$ cat src/hw/rtl/ntp_pkg.sv
package ntp_pkg;

   localparam int COMPONENT_WIDTH = 16;
   localparam int FIELD_WIDTH     = 9;
   localparam int QUOT_WIDTH      = 9;
   localparam int DIV_WIDTH       = COMPONENT_WIDTH + 8;
   localparam int WORD_WIDTH      = 32;
   localparam int PAD_WIDTH       = 10;

   localparam logic [FIELD_WIDTH-1:0] FIELD_CENTER = FIELD_WIDTH'(256);
   localparam logic signed [COMPONENT_WIDTH-1:0] UNIT_ONE =
      COMPONENT_WIDTH'(1) << (COMPONENT_WIDTH - 2);

   typedef enum logic [1:0] {
      DROP_X = 2'd0,
      DROP_Y = 2'd1,
      DROP_Z = 2'd2
   } drop_idx_type;

   typedef struct packed {
      logic signed [COMPONENT_WIDTH-1:0] normal_x;
      logic signed [COMPONENT_WIDTH-1:0] normal_y;
      logic signed [COMPONENT_WIDTH-1:0] normal_z;
      logic signed [COMPONENT_WIDTH-1:0] tangent_w;
   } ntp_req_type;

   typedef struct packed {
      logic [WORD_WIDTH-1:0] packed_word;
      logic                  degenerate;
   } ntp_rsp_type;

   typedef struct packed {
      logic                       flag;
      drop_idx_type               idx;
      logic                       sgn;
      logic                       degen;
      logic [COMPONENT_WIDTH-1:0] dvsr;
      logic [DIV_WIDTH-1:0]       rem_hi;
      logic [DIV_WIDTH-1:0]       rem_lo;
      logic [QUOT_WIDTH-1:0]      q_hi;
      logic [QUOT_WIDTH-1:0]      q_lo;
   } ntp_stage_type;

endpackage

$ cat src/hw/rtl/normal_tangent_packer.sv
// Packs one normal plus tangent w per cycle into a 32-bit word. A front stage
// picks the dropped component and forms the dividends, then a row of nine
// restoring-division cells settles one quotient bit of both kept fields each.
// A transaction passes the front register, then the nine cell registers,
// before rsp_valid; throughput is one transaction per cycle while rsp_ready
// stays high, and front and row hold up to ten transactions under backpressure.
module normal_tangent_packer (
   input  logic                 clock,
   input  logic                 reset,
   input  logic                 req_valid,
   output logic                 req_ready,
   input  ntp_pkg::ntp_req_type req_data,
   output logic                 rsp_valid,
   input  logic                 rsp_ready,
   output ntp_pkg::ntp_rsp_type rsp_data
);
   import ntp_pkg::*;

   logic          valid_w [QUOT_WIDTH+1];
   logic          ready_w [QUOT_WIDTH+1];
   ntp_stage_type stage_w [QUOT_WIDTH+1];
   ntp_stage_type last;
   logic [FIELD_WIDTH-1:0] hi, lo;

   ntp_front u_front (
      .clock     (clock),
      .reset     (reset),
      .valid_in  (req_valid),
      .ready_out (req_ready),
      .req_in    (req_data),
      .valid_out (valid_w[0]),
      .ready_in  (ready_w[0]),
      .stage_out (stage_w[0])
   );

   for (genvar k = 0; k < QUOT_WIDTH; k++) begin : g_cell
      ntp_cell #(
         .BIT_POS (QUOT_WIDTH - 1 - k)
      ) u_cell (
         .clock     (clock),
         .reset     (reset),
         .valid_in  (valid_w[k]),
         .ready_out (ready_w[k]),
         .stage_in  (stage_w[k]),
         .valid_out (valid_w[k+1]),
         .ready_in  (ready_w[k+1]),
         .stage_out (stage_w[k+1])
      );
   end

   assign ready_w[QUOT_WIDTH] = rsp_ready;
   assign last                = stage_w[QUOT_WIDTH];
   assign rsp_valid           = valid_w[QUOT_WIDTH];

   always_comb begin
      hi = last.degen ? FIELD_CENTER : (last.q_hi + FIELD_WIDTH'(1));
      lo = last.degen ? FIELD_CENTER : (last.q_lo + FIELD_WIDTH'(1));
      rsp_data.packed_word = {last.flag, last.idx, last.sgn, hi, lo,
                              PAD_WIDTH'(0)};
      rsp_data.degenerate  = last.degen;
   end
endmodule

$ cat src/hw/rtl/ntp_front.sv
module ntp_front (
   input  logic                 clock,
   input  logic                 reset,
   input  logic                 valid_in,
   output logic                 ready_out,
   input  ntp_pkg::ntp_req_type req_in,
   output logic                 valid_out,
   input  logic                 ready_in,
   output ntp_pkg::ntp_stage_type stage_out
);
   import ntp_pkg::*;

   logic                        valid_ff, valid_in_w;
   ntp_stage_type               stage_ff, stage_in;
   logic [COMPONENT_WIDTH-1:0]  ax, ay, az, dmag;
   logic signed [COMPONENT_WIDTH-1:0] dv, vh, vl;
   drop_idx_type                idx;
   logic [COMPONENT_WIDTH:0]    sh, sl;
   logic [DIV_WIDTH:0]          nh, nl;

   function automatic logic [COMPONENT_WIDTH-1:0] absval(
      input logic signed [COMPONENT_WIDTH-1:0] v);
      absval = v[COMPONENT_WIDTH-1] ? (~v + COMPONENT_WIDTH'(1)) : v;
   endfunction

   always_comb begin
      ax = absval(req_in.normal_x);
      ay = absval(req_in.normal_y);
      az = absval(req_in.normal_z);
      if (ax >= ay && ax >= az) begin
         idx = DROP_X; dv = req_in.normal_x; dmag = ax;
         vh = req_in.normal_y; vl = req_in.normal_z;
      end else if (ay >= az) begin
         idx = DROP_Y; dv = req_in.normal_y; dmag = ay;
         vh = req_in.normal_z; vl = req_in.normal_x;
      end else begin
         idx = DROP_Z; dv = req_in.normal_z; dmag = az;
         vh = req_in.normal_x; vl = req_in.normal_y;
      end
      // 255 * (v + d), never negative
      sh = {vh[COMPONENT_WIDTH-1], vh} + {1'b0, dmag};
      sl = {vl[COMPONENT_WIDTH-1], vl} + {1'b0, dmag};
      nh = {sh, 8'd0} - {8'd0, sh};
      nl = {sl, 8'd0} - {8'd0, sl};

      stage_in.flag   = (req_in.tangent_w < UNIT_ONE);
      stage_in.idx    = idx;
      stage_in.sgn    = dv[COMPONENT_WIDTH-1];
      stage_in.degen  = (dmag == '0);
      stage_in.dvsr   = dmag;
      stage_in.rem_hi = nh[DIV_WIDTH-1:0];
      stage_in.rem_lo = nl[DIV_WIDTH-1:0];
      stage_in.q_hi   = '0;
      stage_in.q_lo   = '0;
   end

   assign ready_out  = !valid_ff || ready_in;
   assign valid_in_w = ready_out ? valid_in : valid_ff;

   always_ff @(posedge clock) begin
      if (reset) begin
         valid_ff <= 1'b0;
      end else begin
         valid_ff <= valid_in_w;
      end
   end

   always_ff @(posedge clock) begin
      if (ready_out && valid_in) begin
         stage_ff <= stage_in;
      end
   end

   assign valid_out = valid_ff;
   assign stage_out = stage_ff;
endmodule

$ cat src/hw/rtl/ntp_cell.sv
module ntp_cell #(
   parameter int BIT_POS = 0
) (
   input  logic                   clock,
   input  logic                   reset,
   input  logic                   valid_in,
   output logic                   ready_out,
   input  ntp_pkg::ntp_stage_type stage_in,
   output logic                   valid_out,
   input  logic                   ready_in,
   output ntp_pkg::ntp_stage_type stage_out
);
   import ntp_pkg::*;

   logic                 valid_ff, valid_in_w;
   ntp_stage_type        stage_ff, stage_nx;
   logic [DIV_WIDTH-1:0] dshift;
   logic                 take_hi, take_lo;

   always_comb begin
      dshift   = DIV_WIDTH'(stage_in.dvsr) << BIT_POS;
      take_hi  = (stage_in.rem_hi >= dshift);
      take_lo  = (stage_in.rem_lo >= dshift);
      stage_nx = stage_in;
      if (take_hi) begin
         stage_nx.rem_hi = stage_in.rem_hi - dshift;
      end
      if (take_lo) begin
         stage_nx.rem_lo = stage_in.rem_lo - dshift;
      end
      stage_nx.q_hi = {stage_in.q_hi[QUOT_WIDTH-2:0], take_hi};
      stage_nx.q_lo = {stage_in.q_lo[QUOT_WIDTH-2:0], take_lo};
   end

   assign ready_out  = !valid_ff || ready_in;
   assign valid_in_w = ready_out ? valid_in : valid_ff;

   always_ff @(posedge clock) begin
      if (reset) begin
         valid_ff <= 1'b0;
      end else begin
         valid_ff <= valid_in_w;
      end
   end

   always_ff @(posedge clock) begin
      if (ready_out && valid_in) begin
         stage_ff <= stage_nx;
      end
   end

   assign valid_out = valid_ff;
   assign stage_out = stage_ff;
endmodule

$ cat config.mk
export PLATFORM = sky130hd
export DESIGN_NAME = normal_tangent_packer
export DESIGN_NICKNAME = d
export VERILOG_FILES = /design/src/hw/rtl/ntp_pkg.sv /design/src/hw/rtl/normal_tangent_packer.sv /design/src/hw/rtl/ntp_front.sv /design/src/hw/rtl/ntp_cell.sv
export SDC_FILE = /design/constraint.sdc
export NUM_CORES = 2
export LEC_CHECK = 0
export BUFFER_PORTS_ARGS = -buffer_cell sky130_fd_sc_hd__buf_2
export CAP_MARGIN = 40
export CORE_UTILIZATION = 49
export DETAILED_ROUTE_END_ITERATION = 10
export GPL_TIMING_DRIVEN = 0
export PLACE_DENSITY_LB_ADDON = 0.1
export SLEW_MARGIN = 20
export SYNTH_ARGS = -nofsm -noshare
export SYNTH_HDL_FRONTEND = slang
export SYNTH_SLANG_ARGS = --single-unit
$ cat constraint.sdc
create_clock -name clock -period 10 [get_ports clock]
set_clock_uncertainty 0.1 [all_clocks]
set_input_delay 0.5 -clock clock [delete_from_list [all_inputs] [get_ports clock]]
set_output_delay 0.5 -clock clock [all_outputs]
set_load 0.05 [all_outputs]
# After elaboration in Yosys (flattened, before gate mapping)
# Index checks and enable logic that the tools add are counted.
# totals
ram_bits	0
mem_count	0
ff_bits	726
rom_bits	0
latchBits	0
output_inout_bits	35
# classes
n_bitwise	3
n_mul	0
n_mux	30
addsub	25
n_reduce_logical	32
shifts	0
div	0
n_lt_le_gt_ge	22
n_eq_ne	0
# ops
operator	n
$mux W24	16
$mux W16	11
$sub A24 B17 Y24	4
$add A16 B2 Y16 const B	3
$ge A16 B16 Y1	3
$ge A24 B16 Y1	2
$ge A24 B17 Y1	2
$ge A24 B18 Y1	2
$ge A24 B19 Y1	2
$ge A24 B20 Y1	2
$ge A24 B21 Y1	2
$ge A24 B22 Y1	2
$ge A24 B23 Y1	2
$ge A24 B24 Y1	2
$not A16 Y16	3
$sub A24 B18 Y24	2
$sub A24 B19 Y24	2
$sub A24 B20 Y24	2
$sub A24 B21 Y24	2
$sub A24 B22 Y24	2
$sub A24 B23 Y24	2
$sub A24 B24 Y24	2
$add A17 B16 Y17	2
$add A9 B1 Y9 const B	2
other kinds (7)	36

# Longest topological paths before layout
# depth
word_depth	12
ltp_mapped	46

# By module
# From an unflattened synthesis, not the netlist that was laid out.
# unflattened
cells_unflattened	4795
area_unflattened_um2	53498.8
# modules_own_cells
module	cells_per_inst	instances	area_per_inst_um2	seq_area_each_um2
ntp_front	943	1	8395.6	2092.0
ntp_cell at g_cell[6].u_cell	452	1	5118.7	2632.5
ntp_cell at g_cell[8].u_cell	428	1	5077.4	2632.5
ntp_cell at g_cell[4].u_cell	433	1	5023.6	2632.5
ntp_cell at g_cell[7].u_cell	420	1	5001.0	2632.5
ntp_cell at g_cell[2].u_cell	438	1	4963.5	2632.5
ntp_cell at g_cell[5].u_cell	422	1	4906.0	2632.5
ntp_cell at g_cell[1].u_cell	389	1	4868.4	2632.5
ntp_cell at g_cell[3].u_cell	416	1	4859.7	2632.5
ntp_cell at g_cell[0].u_cell	383	1	4852.2	2632.5
normal_tangent_packer	71	1	432.9	0.0

# Worst setup path before layout
# No wires, ideal clock.
# synth_path
path_kind	input -> register
startpoint	input req_data[21] (netlist bit)
endpoint	register u_front.stage_ff, in the netlist u_front.stage_out[64] (data pin)
path_stages	42
path_buffers	6
path_slack_ns	0.579
t_arrival_ns	9.056
path_cell_list	buf_2 > or4_4 > nor4_1 > nand2_1 > o31ai_1 > xor2_1 > ha_1 > a21o_1 > a21o_1 > a221o_1 > a41oi_1 > o31a_1 > buf_6 > clkbuf_1 > clkbuf_1 > buf_1 > clkbuf_1 > mux2i_1 > [... 6 more ...] > o21ai_0 > nand2b_1 > a21o_1 > maj3_2 > a2111oi_0 > nor2_1 > a21o_1 > a21oi_1 > o21bai_1 > a21oi_1 > xor2_1 > ha_1 > a21oi_1 > nand2_1 > nor3_1 > nand2_1 > a221oi_1 > xnor2_1
# synth_via
elab_chain_len	8
# synth_rtl
item	line	source
start, declared	normal_tangent_packer.sv:12	input ntp_pkg::ntp_req_type req_data,
$not A16 Y16	ntp_front.sv:23	absval = v[COMPONENT_WIDTH-1] ? (~v + COMPONENT_WIDTH'(1)) : v;
$add A16 B2 Y16	ntp_front.sv:23	
$mux W16	ntp_front.sv:23	
$ge A16 B16 Y1 (on tied branches)	ntp_front.sv:33, ntp_front.sv:30	
$mux W16 or $logic_and A1 B1 Y1 (tied branches)	ntp_front.sv:33, ntp_front.sv:30	
$mux W16	ntp_front.sv:30	if (ax >= ay && ax >= az) begin
$add A17 B16 Y17 *	ntp_front.sv:41	sh = {vh[COMPONENT_WIDTH-1], vh} + {1'b0, dmag};
$sub A24 B17 Y24 *	ntp_front.sv:43	nh = {sh, 8'd0} - {8'd0, sh};
via u_front.nh[22]	ntp_front.sv:19	logic [DIV_WIDTH:0] nh, nl;
end signal, assigned	ntp_front.sv:70	stage_ff <= stage_in;
end, declared	ntp_front.sv:14	ntp_stage_type stage_ff, stage_in;
# The timed path passes the listed nets; every way through them passes the cells marked *.
# A chain may end at the register's enable or synchronous reset.

# Worst setup path after layout
# layout_path
startpoint	input req_data[32] (netlist bit)
endpoint	register u_front.stage_ff, in the netlist u_front.stage_out[64] (data pin)
# The elaborated chain is that of the path after synthesis.

==> flow_metrics.tcl <==
set metrics [dict create \
    reg2reg_depth 18 \
    place_congestion 0.926 \
    die_width_um 301 \
    drtIter0Drc 1612 \
    antenna_found_initial 0 \
    finalSetupViolations 0 \
    fmax_mhz 106 \
    syn_avg_cell_area_um2 10.7 \
    drc 0 \
    criticalPathCategory "in2reg" \
    final_common_cell "edfxtp_1" \
    postRouteAntennaNets 0 \
    vias_per_cell 5.45 \
    slew-limit-headroom_pct 42.4 \
    hold_class "in2reg" \
    ys_seq_elements 726 \
    dp_cells 5393 \
    leakage_nw 19.4 \
    initial_utilization_pct 49.6 \
    critPathLaunchType "input port" \
    ir_drop_mv 0.435 \
    fin_crit_sh_pct 94.7 \
    yosysWarnings 0 \
    die_h_um 301 \
    cpMostUsedCell "ha_1" \
    antennaDiodeCount 0 \
    synth_edf_count 716 \
    cts.path.max_buffers 3 \
    fin_cells 5554 \
    p_seq_share_pct 34.4 \
    grt_pass1_wl_um 170000 \
    nets 4787 \
    clkTransAtPathRegs_ns 0.06 \
    layout_common_cells "edfxtp_1, inv_1, ha_1, nand2_1, nor2_1" \
    cts-buffers-inserted 81 \
    drive_gt1_share_pct 7.59 \
    worstPathRequired_ns 10.26 \
    yosysUniqueCellTypes 87 \
    wirelength_um 111000 \
    core-area_mm2 0.0885 \
    vias 30300 \
    p_switching_mw 4.31 \
    yosysSeqAreaShare_pct 49.5 \
    ioPinCount 103 \
    grt_max_degree 57 \
    max_stage_delay_ns 0.41 \
    post_drt_wl_per_cell_um 20.0 \
    cap_violations 0 \
    root_buffer "clkbuf_16" \
    hold_viol 0 \
    clock-sinks 726 \
    p_int_mw 7.57 \
    rows 109 \
    crit_arrival_ns 9.73 \
    placed_cell_area_mm2 0.0465 \
    final_max_slew_viol_count 0 \
    synth_ff_type "edfxtp_1" \
    powerDensity_mw_per_mm2 241 \
    clkLatencyLatePin_ns 0.67 \
    grt_pass1_vias 30000 \
    cts_tree "yes" \
    htree_levels 3 \
    hold_depth 2 \
    die_area_mm2 0.0907 \
    hpwlAfterDp_um 90600 \
    async_reset_ff_share_pct 0 \
    fin_area_mm2 0.0493 \
    pwr-share-comb_pct 40.3 \
    syn_inst 4116 \
    cp_slowest_cell "a2111oi_0" \
    p_sw_share_pct 36.3 \
    min_period_ns 9.47 \
    pwr-share-clk_pct 25.3 \
    cp-end-kind "flop" \
    first_pass_iters 5 \
    synth_area_mm2 0.0439 \
    grt_overflow 0 \
    worst_pin_slew_ns 0.855 \
    area_growth_pct 12.5 \
    port_buffers 69 \
    grt_usage_pct 24.7 \
    crit_fanout 17 \
    status "finished clean" \
]
-- metrics by stage --
step | TNS (ns) | total power, mW | util (%) | hold slack (ns) | worst slack [ns]
2_1_floorplan | 0 | 7.53 | - | 0.300 | 0.579
3_3_place_gp | -31.75 | 8.82 | 51.6 | 0.301 | -1.88
3_5_place_dp | -29.68 | 8.85 | 52.5 | 0.305 | -1.83
4_1_cts | 0 | 11.9 | 55.6 | 0.0754 | 0.0855
5_1_grt | -0.0355 | 12.6 | 55.7 | 0.119 | -0.0355
6_report | 0 | 11.9 | 55.7 | 0.121 | 0.531
-- cells in the mapped netlist, types with 18 or more instances --
library cell	instances	area (um^2)
edfxtp_1	716	21500
inv_1	380	1430
ha_1	379	4740
nand2_1	327	1230
nor2_1	326	1220
o21ai_0	314	1570
a21oi_1	288	1440
xnor2_1	235	2060
a21o_1	114	856
xor2_1	106	928
a21boi_0	100	751
clkbuf_1	82	308
nor2b_1	62	388
o31ai_1	59	443
nand4_1	49	307
nand2b_1	44	275
nor3_1	42	210
nand3_1	38	190
nor4_1	29	181
o21a_1	29	218
mux2i_1	26	260
mux2_2	25	282
or3_1	25	156
a31oi_1	21	131
and3_1	19	119
fa_1	18	360
-- path summary, 6_finish.rpt --
check | slack (ns) | startpoint | end
worst max register to register | 4.79 | g_cell[3].u_cell.stage_out[67]$_DFFE_PP_ | g_cell[4].u_cell.stage_out[65]$_DFFE_PP_
worst max-delay path | 0.53 | req_data[32] | u_front.stage_out[64]$_DFFE_PP_
worst min register to register | 0.30 | g_cell[3].u_cell.stage_out[11]$_DFFE_PP_ | g_cell[4].u_cell.stage_out[12]$_DFFE_PP_
worst min-delay path | 0.12 | reset | g_cell[5].u_cell.valid_out$_SDFFE_PP0P_
-- area by class of cell --
| type | instances | area, um^2 |
|---|---|---|
| Tap cell | 1165 | 1460 |
| Multi-Input combinational cell | 2916 | 20500 |
| Fill cell | 7674 | 39200 |
| Timing Repair Buffer | 116 | 1090 |
| Inverter | 380 | 1430 |
| Buffer | 101 | 469 |
| Sequential cell | 726 | 21700 |
| Clock inverter | 44 | 587 |
| Clock buffer | 106 | 2140 |
-- logic make-up (layout without fill, tap and decap cells) --
kind of cell / Yosys count / after routing / synth area share [%]
buffers and inverters: 483 / 747 / 4.28
other: 1 / 10 / 0.00855
AOI/OAI and AO/OA: 1050 / 1050 / 14.8
xor gates and xnor gates: 341 / 341 / 6.81
and+or+nand+nor: 1055 / 1055 / 11.5
DFF: 726 / 726 / 49.5
muxes: 55 / 55 / 1.37
adders and majority gates: 405 / 405 / 11.8
-- worst max-delay path, delay by kind of cell --
family | cells | cell delay, ns
xor+xnor | 3 | 0.65
fa+ha+maj | 5 | 1.52
simple gates | 9 | 1.60
compound gates | 17 | 3.98
mux | 1 | 0.10
buf+inv | 7 | 1.37
-- power by group through the flow --
| stage | Combinational (mW) | Clock [mW] | Sequential, mW |
|---|---|---|---|
| 5_1_grt | 5.27 | 3.18 | 4.12 |
| 2_1_floorplan | 3.48 | 0 | 4.05 |
| 3_3_place_gp | 4.66 | 0 | 4.16 |
| 3_5_place_dp | 4.70 | 0 | 4.16 |
| 4_1_cts | 4.74 | 3.08 | 4.09 |
| 6_report | 4.79 | 3.00 | 4.09 |
-- state kept, by name, summed over array words and instances, names as in the netlist --
| name | flops |
|---|---|
| g_cell.u_cell.stage_out | 647 |
| u_front.stage_out | 69 |
| g_cell.u_cell.valid_out | 9 |
| u_front.valid_out | 1 |
-- routing by layer --
layer	global-route usage [%]	vias to the layer above	share of wire (%)
met5	0	-	0
met4	13.1	0	5.7
met3	3.00	228	3.0
met2	45.7	537	52
met1	27.5	14200	40
li1	-	15300	-
-- what timing repair did --
| item | CTS | global route |
|---|---|---|
| endpoints found under the setup margin | 23 | 19 |
| hold endpoints to repair | 3 | 0 |
| hold buffers | 4 | 0 |
| cloned | 0 | 0 |
| setup buffers | 0 | 8 |
| pin swaps | 0 | 5 |
| resized for setup | 8 | 26 |
Note: power is estimated with default switching activity, not from simulation.
